## src/hdl/hrsp_pkg.sv

```systemverilog
`default_nettype none

package hrsp_pkg;

  // Field and register widths
  localparam int DATA_W           = 8;
  localparam int CFG_W            = 64;
  localparam int CFG_IDX_W        = 3;
  localparam int LEN_W            = 6;
  localparam int POS_W            = 6;
  localparam int MCOUNT_W         = 3;
  localparam int CHARS_PER_WORD   = 8;
  localparam int ENDPOINT_MAX_DEF = 32;
  localparam int ENDPOINT_CAP     = 32;
  localparam int QUEUE_DEPTH      = 2;

  // Characters the parser looks for
  localparam logic [DATA_W-1:0] CHAR_CR    = 8'h0D;
  localparam logic [DATA_W-1:0] CHAR_LF    = 8'h0A;
  localparam logic [DATA_W-1:0] CHAR_SPACE = 8'h20;
  localparam logic [DATA_W-1:0] CHAR_TAB   = 8'h09;
  localparam logic [DATA_W-1:0] CHAR_SLASH = 8'h2F;
  localparam logic [DATA_W-1:0] CHAR_DOT   = 8'h2E;
  localparam logic [DATA_W-1:0] CHAR_COLON = 8'h3A;

  // Configuration register indexes
  typedef enum logic [CFG_IDX_W-1:0] {
    REG_EP_0_7   = 3'd0,
    REG_EP_8_15  = 3'd1,
    REG_EP_16_23 = 3'd2,
    REG_EP_24_31 = 3'd3,
    REG_EP_LEN   = 3'd4
  } reg_index_t;

  typedef enum logic [3:0] {
    CLS_LETTER = 4'd0,
    CLS_DIGIT  = 4'd1,
    CLS_CR     = 4'd2,
    CLS_LF     = 4'd3,
    CLS_BLANK  = 4'd4,
    CLS_SLASH  = 4'd5,
    CLS_DOT    = 4'd6,
    CLS_COLON  = 4'd7,
    CLS_OTHER  = 4'd8
  } byte_class_t;

  typedef enum logic [3:0] {
    EV_IGNORED      = 4'd0,
    EV_METHOD_BYTE  = 4'd1,
    EV_METHOD_END   = 4'd2,
    EV_PATH_BYTE    = 4'd3,
    EV_PATH_END     = 4'd4,
    EV_VERSION_BYTE = 4'd5,
    EV_LINE_END     = 4'd6,
    EV_KEY          = 4'd7,
    EV_VALUE        = 4'd8,
    EV_HEADER_END   = 4'd9,
    EV_HEADERS_DONE = 4'd10,
    EV_BODY         = 4'd11,
    EV_MALFORMED    = 4'd12
  } event_t;

  typedef enum logic [2:0] {
    PH_IDLE    = 3'd0,
    PH_METHOD  = 3'd1,
    PH_PATH    = 3'd2,
    PH_VERSION = 3'd3,
    PH_HEADER  = 3'd4,
    PH_BODY    = 3'd5
  } phase_t;

  typedef enum logic [1:0] {
    PART_KEY   = 2'd0,
    PART_SKIP  = 2'd1,
    PART_VALUE = 2'd2
  } part_t;

  typedef enum logic [1:0] {
    METHOD_NONE    = 2'd0,
    METHOD_GET     = 2'd1,
    METHOD_POST    = 2'd2,
    METHOD_UNKNOWN = 2'd3
  } method_t;

  // One classified byte as it travels from the front to the back
  typedef struct packed {
    logic [DATA_W-1:0] data_byte;
    logic              end_of_request;
    byte_class_t       byte_class;
  } entry_t;

  function automatic byte_class_t classify(input logic [DATA_W-1:0] b);
    byte_class_t c;
    c = CLS_OTHER;
    if ((b >= 8'h41 && b <= 8'h5A) || (b >= 8'h61 && b <= 8'h7A)) c = CLS_LETTER;
    else if (b >= 8'h30 && b <= 8'h39) c = CLS_DIGIT;
    else if (b == CHAR_CR) c = CLS_CR;
    else if (b == CHAR_LF) c = CLS_LF;
    else if (b == CHAR_SPACE || b == CHAR_TAB) c = CLS_BLANK;
    else if (b == CHAR_SLASH) c = CLS_SLASH;
    else if (b == CHAR_DOT) c = CLS_DOT;
    else if (b == CHAR_COLON) c = CLS_COLON;
    return c;
  endfunction

  // Letters of "GET", by position
  function automatic logic [DATA_W-1:0] get_char(input logic [MCOUNT_W-1:0] i);
    logic [DATA_W-1:0] c;
    unique case (i)
      3'd0:    c = 8'h47;
      3'd1:    c = 8'h45;
      3'd2:    c = 8'h54;
      default: c = 8'h00;
    endcase
    return c;
  endfunction

  // Letters of "POST", by position
  function automatic logic [DATA_W-1:0] post_char(input logic [MCOUNT_W-1:0] i);
    logic [DATA_W-1:0] c;
    unique case (i)
      3'd0:    c = 8'h50;
      3'd1:    c = 8'h4F;
      3'd2:    c = 8'h53;
      3'd3:    c = 8'h54;
      default: c = 8'h00;
    endcase
    return c;
  endfunction

endpackage

`default_nettype wire

```

## src/hdl/hrsp_in_if.sv

```systemverilog
`default_nettype none

interface hrsp_in_if;
  import hrsp_pkg::*;

  logic              valid;
  logic              ready;
  logic [DATA_W-1:0] data_byte;
  logic              end_of_request;

  modport source (output valid, output data_byte, output end_of_request, input ready);
  modport sink (input valid, input data_byte, input end_of_request, output ready);
endinterface

`default_nettype wire

```

## src/hdl/hrsp_out_if.sv

```systemverilog
`default_nettype none

interface hrsp_out_if;
  import hrsp_pkg::*;

  logic              valid;
  logic              ready;
  logic [3:0]        event_res;
  logic [DATA_W-1:0] echo_byte;
  logic [3:0]        byte_class;
  logic [1:0]        method_code;
  logic              path_matches;

  modport source (
    output valid, output event_res, output echo_byte, output byte_class,
    output method_code, output path_matches, input ready
  );
  modport sink (
    input valid, input event_res, input echo_byte, input byte_class,
    input method_code, input path_matches, output ready
  );
endinterface

`default_nettype wire

```

## src/hdl/hrsp_front.sv

```systemverilog
`default_nettype none

module hrsp_front (
  input  wire logic            clk,
  input  wire logic            rst,
  hrsp_in_if.sink              req,
  output hrsp_pkg::entry_t     push_entry,
  output logic                 push_valid,
  input  wire logic            push_ready
);
  import hrsp_pkg::*;

  logic   stage_valid;
  entry_t stage;

  // The stage frees up whenever the queue takes its beat
  assign req.ready = !stage_valid || push_ready;

  // Classify the incoming byte and hold it for the queue
  always_ff @(posedge clk) begin
    if (rst) begin
      stage_valid <= 1'b0;
    end else if (req.valid && req.ready) begin
      stage_valid <= 1'b1;
    end else if (push_ready) begin
      stage_valid <= 1'b0;
    end
  end

  always_ff @(posedge clk) begin
    if (req.valid && req.ready) begin
      stage.data_byte      <= req.data_byte;
      stage.end_of_request <= req.end_of_request;
      stage.byte_class     <= classify(req.data_byte);
    end
  end

  assign push_valid = stage_valid;
  assign push_entry = stage;

endmodule

`default_nettype wire

```

## src/hdl/hrsp_queue.sv

```systemverilog
`default_nettype none

module hrsp_queue (
  input  wire logic                               clk,
  input  wire logic                               rst,
  input  wire hrsp_pkg::entry_t                   push_entry,
  input  wire logic                               push_valid,
  output logic                                    push_ready,
  output hrsp_pkg::entry_t                        pop_entry,
  output logic                                    pop_valid,
  input  wire logic                               pop_ready,
  output logic [$clog2(hrsp_pkg::QUEUE_DEPTH+1)-1:0] level
);
  import hrsp_pkg::*;

  localparam int PTR_W = (QUEUE_DEPTH > 1) ? $clog2(QUEUE_DEPTH) : 1;
  localparam int CNT_W = $clog2(QUEUE_DEPTH + 1);

  entry_t           slots [QUEUE_DEPTH];
  logic [PTR_W-1:0] wr_ptr;
  logic [PTR_W-1:0] rd_ptr;
  logic [CNT_W-1:0] count;
  logic             do_push;
  logic             do_pop;

  assign push_ready = (count != CNT_W'(QUEUE_DEPTH));
  assign pop_valid  = (count != '0);
  assign do_push    = push_valid && push_ready;
  assign do_pop     = pop_valid && pop_ready;
  assign pop_entry  = slots[rd_ptr];
  assign level      = count;

  // Pointers wrap at the depth; the count tracks occupancy
  always_ff @(posedge clk) begin
    if (rst) begin
      wr_ptr <= '0;
      rd_ptr <= '0;
      count  <= '0;
    end else begin
      if (do_push) begin
        wr_ptr <= (wr_ptr == PTR_W'(QUEUE_DEPTH - 1)) ? '0 : wr_ptr + 1'b1;
      end
      if (do_pop) begin
        rd_ptr <= (rd_ptr == PTR_W'(QUEUE_DEPTH - 1)) ? '0 : rd_ptr + 1'b1;
      end
      if (do_push && !do_pop) begin
        count <= count + 1'b1;
      end else if (do_pop && !do_push) begin
        count <= count - 1'b1;
      end
    end
  end

  // Entry storage
  always_ff @(posedge clk) begin
    if (do_push) begin
      slots[wr_ptr] <= push_entry;
    end
  end

endmodule

`default_nettype wire

```

## src/hdl/hrsp_back.sv

```systemverilog
`default_nettype none

module hrsp_back #(
  parameter int ENDPOINT_MAX = hrsp_pkg::ENDPOINT_MAX_DEF
) (
  input  wire logic                              clk,
  input  wire logic                              rst,
  input  wire logic                              cfg_we,
  input  wire logic [hrsp_pkg::CFG_IDX_W-1:0]    cfg_index,
  input  wire logic [hrsp_pkg::CFG_W-1:0]        cfg_data,
  input  wire hrsp_pkg::entry_t                  pop_entry,
  input  wire logic                              pop_valid,
  output logic                                   pop_ready,
  hrsp_out_if.source                             res
);
  import hrsp_pkg::*;

  localparam int EP_CHARS = (ENDPOINT_MAX < ENDPOINT_CAP) ? ENDPOINT_MAX : ENDPOINT_CAP;
  localparam int IDX_W    = $clog2(EP_CHARS);

  // Endpoint configuration
  logic [DATA_W-1:0] ep_char [EP_CHARS];
  logic [LEN_W-1:0]  ep_length;
  logic [LEN_W-1:0]  eff_len;

  // Parser state
  phase_t              phase, phase_next;
  logic                cr_pending, cr_pending_next;
  logic                line_empty, line_empty_next;
  part_t               header_part, header_part_next;
  logic [MCOUNT_W-1:0] method_count, method_count_next;
  logic                could_get, could_get_next;
  logic                could_post, could_post_next;
  method_t             decided_method, decided_method_next;
  logic [POS_W-1:0]    path_position, path_position_next;
  logic                path_equal, path_equal_next;
  logic                path_result, path_result_next;

  // Output register
  logic              out_valid;
  event_t            out_event;
  logic [DATA_W-1:0] out_byte;
  byte_class_t       out_class;
  method_t           out_method;
  logic              out_match;

  byte_class_t       cls;
  logic [DATA_W-1:0] b;
  logic              had_cr;
  logic              is_letter;
  logic              get_ok;
  logic              post_ok;
  logic              pos_hit;
  event_t            ev;
  logic              pop;

  assign cls       = pop_entry.byte_class;
  assign b         = pop_entry.data_byte;
  assign had_cr    = cr_pending;
  assign is_letter = (cls == CLS_LETTER);
  assign pop_ready = !out_valid || res.ready;
  assign pop       = pop_valid && pop_ready;

  // Endpoint registers, one byte lane per character
  for (genvar j = 0; j < EP_CHARS; j++) begin : g_ep
    always_ff @(posedge clk) begin
      if (rst) begin
        ep_char[j] <= (j == 0) ? CHAR_SLASH : '0;
      end else if (cfg_we && cfg_index == CFG_IDX_W'(j / CHARS_PER_WORD)) begin
        ep_char[j] <= cfg_data[(j % CHARS_PER_WORD) * DATA_W +: DATA_W];
      end
    end
  end

  always_ff @(posedge clk) begin
    if (rst) begin
      ep_length <= LEN_W'(1);
    end else if (cfg_we && cfg_index == REG_EP_LEN) begin
      ep_length <= cfg_data[LEN_W-1:0];
    end
  end

  assign eff_len = (ep_length > LEN_W'(EP_CHARS)) ? LEN_W'(EP_CHARS) : ep_length;

  // Method and path comparisons for the current byte
  assign get_ok  = (method_count < 3'd3) && (get_char(method_count) == b);
  assign post_ok = (method_count < 3'd4) && (post_char(method_count) == b);
  assign pos_hit = (path_position < eff_len) && (ep_char[path_position[IDX_W-1:0]] == b);

  // Next phase
  always_comb begin
    phase_next = phase;
    unique case (phase)
      PH_METHOD: begin
        if (cls == CLS_BLANK) phase_next = PH_PATH;
      end
      PH_PATH: begin
        if (cls == CLS_BLANK) phase_next = PH_VERSION;
      end
      PH_VERSION: begin
        if (cls == CLS_LF && had_cr) phase_next = PH_HEADER;
      end
      PH_HEADER: begin
        if (cls == CLS_LF && had_cr && line_empty) phase_next = PH_BODY;
      end
      PH_BODY: begin
        phase_next = PH_BODY;
      end
      default: begin
        phase_next = is_letter ? PH_METHOD : PH_IDLE;
      end
    endcase
  end

  // Event and the rest of the parser state
  always_comb begin
    cr_pending_next     = (cls == CLS_CR);
    line_empty_next     = line_empty;
    header_part_next    = header_part;
    method_count_next   = method_count;
    could_get_next      = could_get;
    could_post_next     = could_post;
    decided_method_next = decided_method;
    path_position_next  = path_position;
    path_equal_next     = path_equal;
    path_result_next    = path_result;
    ev                  = EV_IGNORED;
    unique case (phase)
      PH_METHOD: begin
        if (is_letter) begin
          if (!get_ok) could_get_next = 1'b0;
          if (!post_ok) could_post_next = 1'b0;
          if (method_count != '1) method_count_next = method_count + 1'b1;
          ev = EV_METHOD_BYTE;
        end else if (cls == CLS_BLANK) begin
          if (could_get && method_count == 3'd3) decided_method_next = METHOD_GET;
          else if (could_post && method_count == 3'd4) decided_method_next = METHOD_POST;
          else decided_method_next = METHOD_UNKNOWN;
          ev = EV_METHOD_END;
        end
      end
      PH_PATH: begin
        if (is_letter || cls == CLS_SLASH) begin
          if (!pos_hit) path_equal_next = 1'b0;
          if (path_position != '1) path_position_next = path_position + 1'b1;
          ev = EV_PATH_BYTE;
        end else if (cls == CLS_BLANK) begin
          path_result_next = path_equal && (path_position == eff_len);
          ev = EV_PATH_END;
        end
      end
      PH_VERSION: begin
        if (is_letter || cls == CLS_DIGIT || cls == CLS_SLASH || cls == CLS_DOT) begin
          ev = EV_VERSION_BYTE;
        end else if (cls == CLS_LF && had_cr) begin
          line_empty_next  = 1'b1;
          header_part_next = PART_KEY;
          ev = EV_LINE_END;
        end
      end
      PH_HEADER: begin
        if (cls == CLS_LF) begin
          if (had_cr) begin
            if (line_empty) ev = EV_HEADERS_DONE;
            else if (header_part == PART_KEY) ev = EV_MALFORMED;
            else ev = EV_HEADER_END;
            line_empty_next  = 1'b1;
            header_part_next = PART_KEY;
          end
        end else if (cls != CLS_CR) begin
          line_empty_next = 1'b0;
          unique case (header_part)
            PART_KEY: begin
              if (cls == CLS_COLON) header_part_next = PART_SKIP;
              else ev = EV_KEY;
            end
            PART_SKIP: begin
              header_part_next = PART_VALUE;
            end
            default: begin
              ev = EV_VALUE;
            end
          endcase
        end
      end
      PH_BODY: begin
        if (is_letter) ev = EV_BODY;
      end
      default: begin
        if (is_letter) begin
          if (!get_ok) could_get_next = 1'b0;
          if (!post_ok) could_post_next = 1'b0;
          if (method_count != '1) method_count_next = method_count + 1'b1;
          ev = EV_METHOD_BYTE;
        end
      end
    endcase
  end

  // State update; the last byte of a request returns the parser to idle
  always_ff @(posedge clk) begin
    if (rst || (pop && pop_entry.end_of_request)) begin
      phase          <= PH_IDLE;
      cr_pending     <= 1'b0;
      line_empty     <= 1'b1;
      header_part    <= PART_KEY;
      method_count   <= '0;
      could_get      <= 1'b1;
      could_post     <= 1'b1;
      decided_method <= METHOD_NONE;
      path_position  <= '0;
      path_equal     <= 1'b1;
      path_result    <= 1'b0;
    end else if (pop) begin
      phase          <= phase_next;
      cr_pending     <= cr_pending_next;
      line_empty     <= line_empty_next;
      header_part    <= header_part_next;
      method_count   <= method_count_next;
      could_get      <= could_get_next;
      could_post     <= could_post_next;
      decided_method <= decided_method_next;
      path_position  <= path_position_next;
      path_equal     <= path_equal_next;
      path_result    <= path_result_next;
    end
  end

  // Result register toward the sink
  always_ff @(posedge clk) begin
    if (rst) begin
      out_valid <= 1'b0;
    end else if (pop) begin
      out_valid <= 1'b1;
    end else if (res.ready) begin
      out_valid <= 1'b0;
    end
  end

  always_ff @(posedge clk) begin
    if (pop) begin
      out_event  <= ev;
      out_byte   <= b;
      out_class  <= cls;
      out_method <= decided_method_next;
      out_match  <= path_result_next;
    end
  end

  assign res.valid        = out_valid;
  assign res.event_res    = out_event;
  assign res.echo_byte    = out_byte;
  assign res.byte_class   = out_class;
  assign res.method_code  = out_method;
  assign res.path_matches = out_match;

endmodule

`default_nettype wire

```

## src/hdl/http_request_stream_parser.sv

```systemverilog
`default_nettype none

// Channel  Dir  Beat carries
// req      in   data_byte, end_of_request
// res      out  event_res, echo_byte, byte_class, method_code, path_matches
// cfg_*    in   endpoint words 0..3, endpoint length (write only)
//
// One byte per cycle sustained while res is ready; each byte passes from req to res
// through the classify register, the two-entry queue and the result register.
// The parser state machine in the back end settles one byte per cycle while res is ready.
// Reset is synchronous and restores the endpoint to "/" with length 1.
// A stalled res fills the queue first; req drops ready only once the queue
// and the classify register are both full.

module http_request_stream_parser #(
  parameter int ENDPOINT_MAX = hrsp_pkg::ENDPOINT_MAX_DEF
) (
  input  wire logic                           clk,
  input  wire logic                           rst,
  input  wire logic                           cfg_we,
  input  wire logic [hrsp_pkg::CFG_IDX_W-1:0] cfg_index,
  input  wire logic [hrsp_pkg::CFG_W-1:0]     cfg_data,
  hrsp_in_if.sink                             req,
  hrsp_out_if.source                          res
);
  import hrsp_pkg::*;

  localparam int CNT_W = $clog2(QUEUE_DEPTH + 1);

  entry_t           push_entry;
  logic             push_valid;
  logic             push_ready;
  entry_t           pop_entry;
  logic             pop_valid;
  logic             pop_ready;
  logic [CNT_W-1:0] level;

  // Front end: accept and classify
  hrsp_front u_front (
    .clk        (clk),
    .rst        (rst),
    .req        (req),
    .push_entry (push_entry),
    .push_valid (push_valid),
    .push_ready (push_ready)
  );

  // Decoupling queue
  hrsp_queue u_queue (
    .clk        (clk),
    .rst        (rst),
    .push_entry (push_entry),
    .push_valid (push_valid),
    .push_ready (push_ready),
    .pop_entry  (pop_entry),
    .pop_valid  (pop_valid),
    .pop_ready  (pop_ready),
    .level      (level)
  );

  // Back end: parser state machine and result register
  hrsp_back #(
    .ENDPOINT_MAX (ENDPOINT_MAX)
  ) u_back (
    .clk       (clk),
    .rst       (rst),
    .cfg_we    (cfg_we),
    .cfg_index (cfg_index),
    .cfg_data  (cfg_data),
    .pop_entry (pop_entry),
    .pop_valid (pop_valid),
    .pop_ready (pop_ready),
    .res       (res)
  );

  // Queue never overfills
  assert property (@(posedge clk) disable iff (rst) level <= CNT_W'(QUEUE_DEPTH))
    else $error("queue level above depth");

  // Occupancy moves by at most one beat per cycle
  assert property (@(posedge clk) disable iff (rst)
    !$past(rst) |-> (level == $past(level) || level == $past(level) + 1'b1 ||
                     level + 1'b1 == $past(level)))
    else $error("queue level jumped");

  // Method and path ends are reported only on a blank
  assert property (@(posedge clk) disable iff (rst)
    res.valid && (res.event_res == EV_METHOD_END || res.event_res == EV_PATH_END)
      |-> res.byte_class == CLS_BLANK)
    else $error("part end without blank");

  // Line-end events are reported only on a line feed
  assert property (@(posedge clk) disable iff (rst)
    res.valid && (res.event_res == EV_LINE_END || res.event_res == EV_HEADER_END ||
                  res.event_res == EV_HEADERS_DONE || res.event_res == EV_MALFORMED)
      |-> res.byte_class == CLS_LF)
    else $error("line end without line feed");

endmodule

`default_nettype wire
```

## src/flat_wrapper.sv

```systemverilog
// flat-port wrapper written by rule: the top's interface ports become plain ports
module http_request_stream_parser_flat import hrsp_pkg::*;
#(
  parameter int ENDPOINT_MAX = hrsp_pkg::ENDPOINT_MAX_DEF
)
  (clk, rst, cfg_we, cfg_index, cfg_data, req_valid, req_data_byte, req_end_of_request, req_ready, res_valid, res_event_res, res_echo_byte, res_byte_class, res_method_code, res_path_matches, res_ready);
  hrsp_in_if req_i ();
  hrsp_out_if res_i ();
  input  wire logic clk;
  input  wire logic rst;
  input  wire logic cfg_we;
  input  wire logic [hrsp_pkg::CFG_IDX_W-1:0] cfg_index;
  input  wire logic [hrsp_pkg::CFG_W-1:0] cfg_data;
  input wire logic [$bits(req_i.valid)-1:0] req_valid;
  input wire logic [$bits(req_i.data_byte)-1:0] req_data_byte;
  input wire logic [$bits(req_i.end_of_request)-1:0] req_end_of_request;
  output wire logic [$bits(req_i.ready)-1:0] req_ready;
  output wire logic [$bits(res_i.valid)-1:0] res_valid;
  output wire logic [$bits(res_i.event_res)-1:0] res_event_res;
  output wire logic [$bits(res_i.echo_byte)-1:0] res_echo_byte;
  output wire logic [$bits(res_i.byte_class)-1:0] res_byte_class;
  output wire logic [$bits(res_i.method_code)-1:0] res_method_code;
  output wire logic [$bits(res_i.path_matches)-1:0] res_path_matches;
  input wire logic [$bits(res_i.ready)-1:0] res_ready;
  assign req_i.valid = req_valid;
  assign req_i.data_byte = req_data_byte;
  assign req_i.end_of_request = req_end_of_request;
  assign req_ready = req_i.ready;
  assign res_valid = res_i.valid;
  assign res_event_res = res_i.event_res;
  assign res_echo_byte = res_i.echo_byte;
  assign res_byte_class = res_i.byte_class;
  assign res_method_code = res_i.method_code;
  assign res_path_matches = res_i.path_matches;
  assign res_i.ready = res_ready;
  http_request_stream_parser #(.ENDPOINT_MAX(ENDPOINT_MAX)) u_core (.clk(clk), .rst(rst), .cfg_we(cfg_we), .cfg_index(cfg_index), .cfg_data(cfg_data), .req(req_i), .res(res_i));
endmodule
```

## config.mk

```make
export PLATFORM = sky130hd
export DESIGN_NAME = http_request_stream_parser_flat
export DESIGN_NICKNAME = d
export VERILOG_FILES = /design/src/hdl/hrsp_pkg.sv /design/src/hdl/hrsp_in_if.sv /design/src/hdl/hrsp_out_if.sv /design/src/hdl/hrsp_front.sv /design/src/hdl/hrsp_queue.sv /design/src/hdl/hrsp_back.sv /design/src/hdl/http_request_stream_parser.sv /design/src/flat_wrapper.sv
export SDC_FILE = /design/constraint.sdc
export NUM_CORES = 1
export LEC_CHECK = 0
export BUFFER_PORTS_ARGS = -buffer_cell sky130_fd_sc_hd__buf_2
export CORE_MARGIN = 4
export CORE_UTILIZATION = 30
export CTS_CLUSTER_DIAMETER = 30
export DETAILED_ROUTE_END_ITERATION = 6
export SYNTH_ARGS = -nofsm -noshare
export SYNTH_HDL_FRONTEND = slang
export SYNTH_SLANG_ARGS = --single-unit
export TNS_END_PERCENT = 30
```

## constraint.sdc

```tcl
create_clock -name clk -period 2.7 [get_ports clk]
set_input_delay 0.405 -clock clk [delete_from_list [all_inputs] [get_ports clk]]
set_output_delay 0.405 -clock clk [all_outputs]
set_load 0.01 [all_outputs]
```

* Word level (Yosys, flattened, before mapping)
Memory sizes are Yosys's and may differ from the RTL's. A register that Yosys moved wholly into a read port is not among the register bits.
Index checks and enable logic that the tools add are counted.
** Word-level totals
- Register bits after elaboration :: 66
- Memory bits (writable) :: 282
- Input bits :: 81
- Word-level logic and storage cells :: 297
- Memories :: 2
** Operators by class
- $add $sub $neg :: 6
- $lt $le $gt $ge :: 10
- Eq/ne operators :: 45
- Multiplexer cells :: 114
- Bitwise operators :: 36
- Reductions and logical operators :: 56
** Memory list
- u_core.u_back.ep_char :: depth 32, width 8, read ports 1, clocked after Yosys merged registers in 1, write ports 32, RTL line hrsp_back.sv:22 : logic [DATA_W-1:0] ep_char [EP_CHARS];
- u_core.u_queue.slots :: depth 2, width 13, read ports 1, clocked after Yosys merged registers in 1, write ports 1, RTL line hrsp_queue.sv:19 : entry_t slots [QUEUE_DEPTH];
** Operator list (number)
- 8-bit 2-to-1 mux :: 32
- 3-bit 2-to-1 mux :: 14
- 1-bit 2-to-1 mux :: 36
- 8-bit by 6-bit == test with 1-bit output, second input constant :: 4
- 2-bit 2-to-1 mux :: 16
- 1-bit OR :: 32
- 7-bit one-hot mux with 4 select lines :: 1
- 8-bit by 4-bit == test with 1-bit output, second input constant :: 3
- 8-bit == test :: 3
- 1-bit logical AND :: 22
- 7-bit one-hot mux with 3 select lines :: 1
- 4-bit 2-to-1 mux :: 5
- 4-bit one-hot mux with 5 select lines :: 1
- 4-bit AND reduction :: 5
- 3-bit by 2-bit == test with 1-bit output, second input constant :: 6
- 4-bit by 3-bit == test with 1-bit output, second input constant :: 4
- 8-bit by 7-bit >= comparator with 1-bit output, second input constant :: 2
- 8-bit by 7-bit less-or-equal comparator with 1-bit output, second input constant :: 2
- 3-bit one-hot mux with 5 select lines :: 1
- 3-bit == test, second input constant :: 4
- 2-bit inequality test, second input constant :: 6
- 5-bit 2-to-1 mux :: 2
- 2-bit nonzero test :: 5
- 3-bit by 1-bit == test with 1-bit output, second input constant :: 3
- other kinds (36) :: 57

* Depth between registers and ports, before layout
- Word-level depth :: 8
- Depth in mapped cells :: 11
- Depth with buffers taken out :: 10

* Hierarchy
From an unflattened synthesis, not the netlist that was laid out.
** Unflattened totals
- Cells, all modules :: 1141
- Area total of the unflattened synthesis :: 16113.0 µm²
** Modules (own cells, without submodules)
- hrsp_back :: instances 1, cells each 1019, area an instance 14232.4 µm²
- hrsp_queue :: instances 1, cells each 64, area an instance 1162.4 µm²
- hrsp_front :: instances 1, cells each 58, area an instance 718.2 µm²

* Worst setup path before layout
Ideal clock, no wire load.
- Path type :: input to register
- Start point :: input port cfg_we
- End point :: memory u_core.u_back.ep_char[0][0] (enable)
- Data arrival time :: 2.043 ns
- Required time :: 2.279 ns
- Setup slack :: 0.236 ns
- Cell stages on the path :: 2
- Path buffers :: 0
- Cell sequence :: nor2b_1 a21o_1
** RTL lines
- from (decl) :: RTL line flat_wrapper.sv:11 : input wire logic cfg_we;
- to (decl) :: RTL line hrsp_back.sv:22

==> flow_summary.toml <==
[synthesis]
yosys_register_bits = 354
mappedNetlistNets = 1233
yosysMostFrequentCell = "edfxtp_1"
synth-main-ff-cell = "edfxtp_1"
synthCells = 1138
async_flop_share_pct = 0
yosysTopAreaCell = "edfxtp_1"
synth_top_cell_area_share_pct = 58.36
synth_area_um2 = 16160
yosys_warnings = 0
synth-edff-count = 314
yosysUniqueCellTypes = 66
syn_area_per_cell_um2 = 14.20
synth_common_cells = "314 x edfxtp_1, 255 x and2_1, 58 x mux4_2, 57 x nor2_1, 44 x mux2i_1"
ys_seq_area_share_pct = 63.31
yosys-top-cells-area = "edfxtp_1 58%, and2_1 9.9%, mux4_2 8.1%"

[die]
rows = 84
dieHeight_um = 240.1
start_util_pct = 30.50
ioPinCount = 102
die_area_um2 = 57640
coreArea_um2 = 52970
fp.dieW_um = 240.1

[worst_setup_path]
critPathMaxFanout = 14
critical_path_class = "reg2reg"
start_kind = "flop"
crit_arrival_ns = 3.06
endpoint_kind = "flop"
required_ns = 3.21

[timing]
slew_headroom_pct = 48.47
worst_pin_slew_ns = 0.7730
fin_tns_setup_ns = 0
fmax_mhz = 391.5
finalCriticalPeriod_ns = 2.554
whs_ns = 0.05255
rsz0062_at_grt = "false"
setup_ws_ns = 0.1455
hold_violations = 0
min_period_over_period_pct = 94.61
slew_viol_final = 0
finalSetupViolations = 0
clock_skew_ns = 0.02563

[cells_and_area]
layout-drive-gt1-share_pct = 25.83
fin_nets = 1392
area_growth_pct = 26.20

[flow_run]
max_cap_violations = 0

[clock_network]
post_cts_buffers = 0
cts_tree = "done"
worstSkewPairLatency_ns = 0.60
tritoncts.num_buffers = 76
hold_buffers = 1
htree_levels = 3
clock_path_buffers = 3
path_clk_slew_ns = 0.05
numClockSinks = 354
cts.root.buffer_cell = "clkbuf_16"
ctsResizeCount = 0

[global_routing]
grt_overflow = 0
antenna_found_initial = 6
grt_pass1_wl_mm = 60.08
grt_pass1_vias = 10120
grt_max_degree = 65
grtUsageTotal_pct = 13.60

[detailed_routing]
drtIter0Drc = 653
routedWlPerCell_um = 19.06
via_per_inst = 4.802
firstDrtPassIters = 7
antenna_left = 0
drc = 0
via_count = 9854
wl_mm = 39.11

[status]
outcome = "completed"

[place]
port_buffers = 101
pre_cts_slack_ns = 0.2179
place_congestion = 0.8645
post-dp-hpwl_mm = 25.84

[hold_path]
hp-class = "in2reg"

[power_and_ir_drop]
p_leak_nw = 7.208
internal_power_mw = 13.37
power.density_nw_per_um2 = 860.7
clock_power_share_pct = 53.0
ir_drop_mv = 0.5614
combPwrFrac_pct = 8.9
swShare_pct = 23.80
switchingPower_mw = 4.177
seqPwrFrac_pct = 38.1
## final timing paths
| path | from | end | slack (ns) | cells past startpoint |
|---|---|---|---|---|
| max | flop | u_core.u_back.path_equal | 0.15 | 6 |
| min reg2reg | u_core.u_front.push_entry[0] | u_core.u_queue.slots[1][0] | 0.44 | 0 |
| min | req_data_byte[7] | u_core.u_front.push_entry[12] | 0.05 | 1 |
| max reg2reg | flop | u_core.u_back.path_equal | 0.15 | 6 |
## layout make-up
class	count	area (um2)
Fill cell	4981	32580
Sequential cell	354	10230
Multi-Input combinational cell	701	5604
Clock buffer	88	1947
Timing Repair Buffer	141	983.4
Tap cell	688	860.8
Clock inverter	52	661.9
Inverter	23	86.33
Antenna cell	5	12.51
## power by group through the flow
stage | clock [mW] | sequential [mW] | combinational, mW
finish | 9.31 | 6.68 | 1.56
global route | 9.74 | 6.73 | 1.70
CTS | 9.48 | 6.69 | 1.57
detailed placement | 0 | 6.79 | 1.56
global placement | 0 | 6.76 | 1.54
floorplan | 0 | 6.77 | 0.911
## per-layer routing
metal | GRT usage [%] | routed length (um) | part of all wire, %
met1 | 17.77 | 16950 | 43
met2 | 22.48 | 19000 | 49
met3 | 3.464 | 2419 | 6.2
met4 | 4.022 | 711 | 1.8
met5 | 0 | 27 | 0.069
## state kept, by name (all words and copies together) (netlist names), 2 cells and up, named ones only
register / count
u_core.u_back.ep_char: 256
u_core.u_queue.slots: 26
u_core.u_front.push_entry: 13
u_core.u_back.res.echo_byte: 8
u_core.u_back.ep_length: 6
u_core.u_back.path_position: 6
u_core.u_back.res.byte_class: 4
u_core.u_back.res.event_res: 4
u_core.u_back.method_count: 3
u_core.u_back.phase: 3
u_core.u_back.decided_method: 2
u_core.u_back.header_part: 2
u_core.u_back.res.method_code: 2
u_core.u_queue.level: 2
## layout by cell type, fill, tap and decap left out, types with 14 or more instances in the layout
| cell | instances |
|---|---|
| ha_1 | 14 |
| buf_12 | 14 |
| edfxtp_1 | 314 |
| inv_1 | 20 |
| and2_1 | 255 |
| nor2_1 | 57 |
| nand2b_1 | 17 |
| buf_2 | 101 |
| dfxtp_1 | 38 |
| mux4_2 | 58 |
| a21oi_1 | 24 |
| nand2_1 | 39 |
| buf_4 | 25 |
| o21ai_0 | 18 |
| clkbuf_16 | 76 |
| mux2i_1 | 44 |
## through the flow
stage	area (um2)	cells	power, mW	util, %
2_1_floorplan	16160	1138	7.680	-
3_3_place_gp	17760	1906	8.298	33.53
3_5_place_dp	17760	1906	8.351	33.53
4_1_cts	20380	2047	17.75	38.47
5_1_grt	20380	2047	18.17	38.47
6_report	20390	2052	17.55	38.49
## critical path, cell delays in order (launching register included)
cell and delay [ns]:
dfxtp_4 0.53, mux4_1 0.60, mux4_2 0.53, mux2i_1 0.34, xor2_1 0.20, o2111ai_1 0.13
o21ai_1 0.13
## logic make-up (layout without fill, tap and decap cells)
family	after synthesis	in the layout	share of synthesized area, %
AND/OR/NAND/NOR	446	446	15.68
adder cells (fa/ha/maj)	14	14	1.084
other	0	5	0
multiplexers	116	116	12.06
AO/OA/AOI/OAI	106	106	4.538
buffers and inverters	83	304	2.300
XOR/XNOR	19	19	1.030
flip-flops	354	354	63.31
Power figures use the tool's default switching activity.
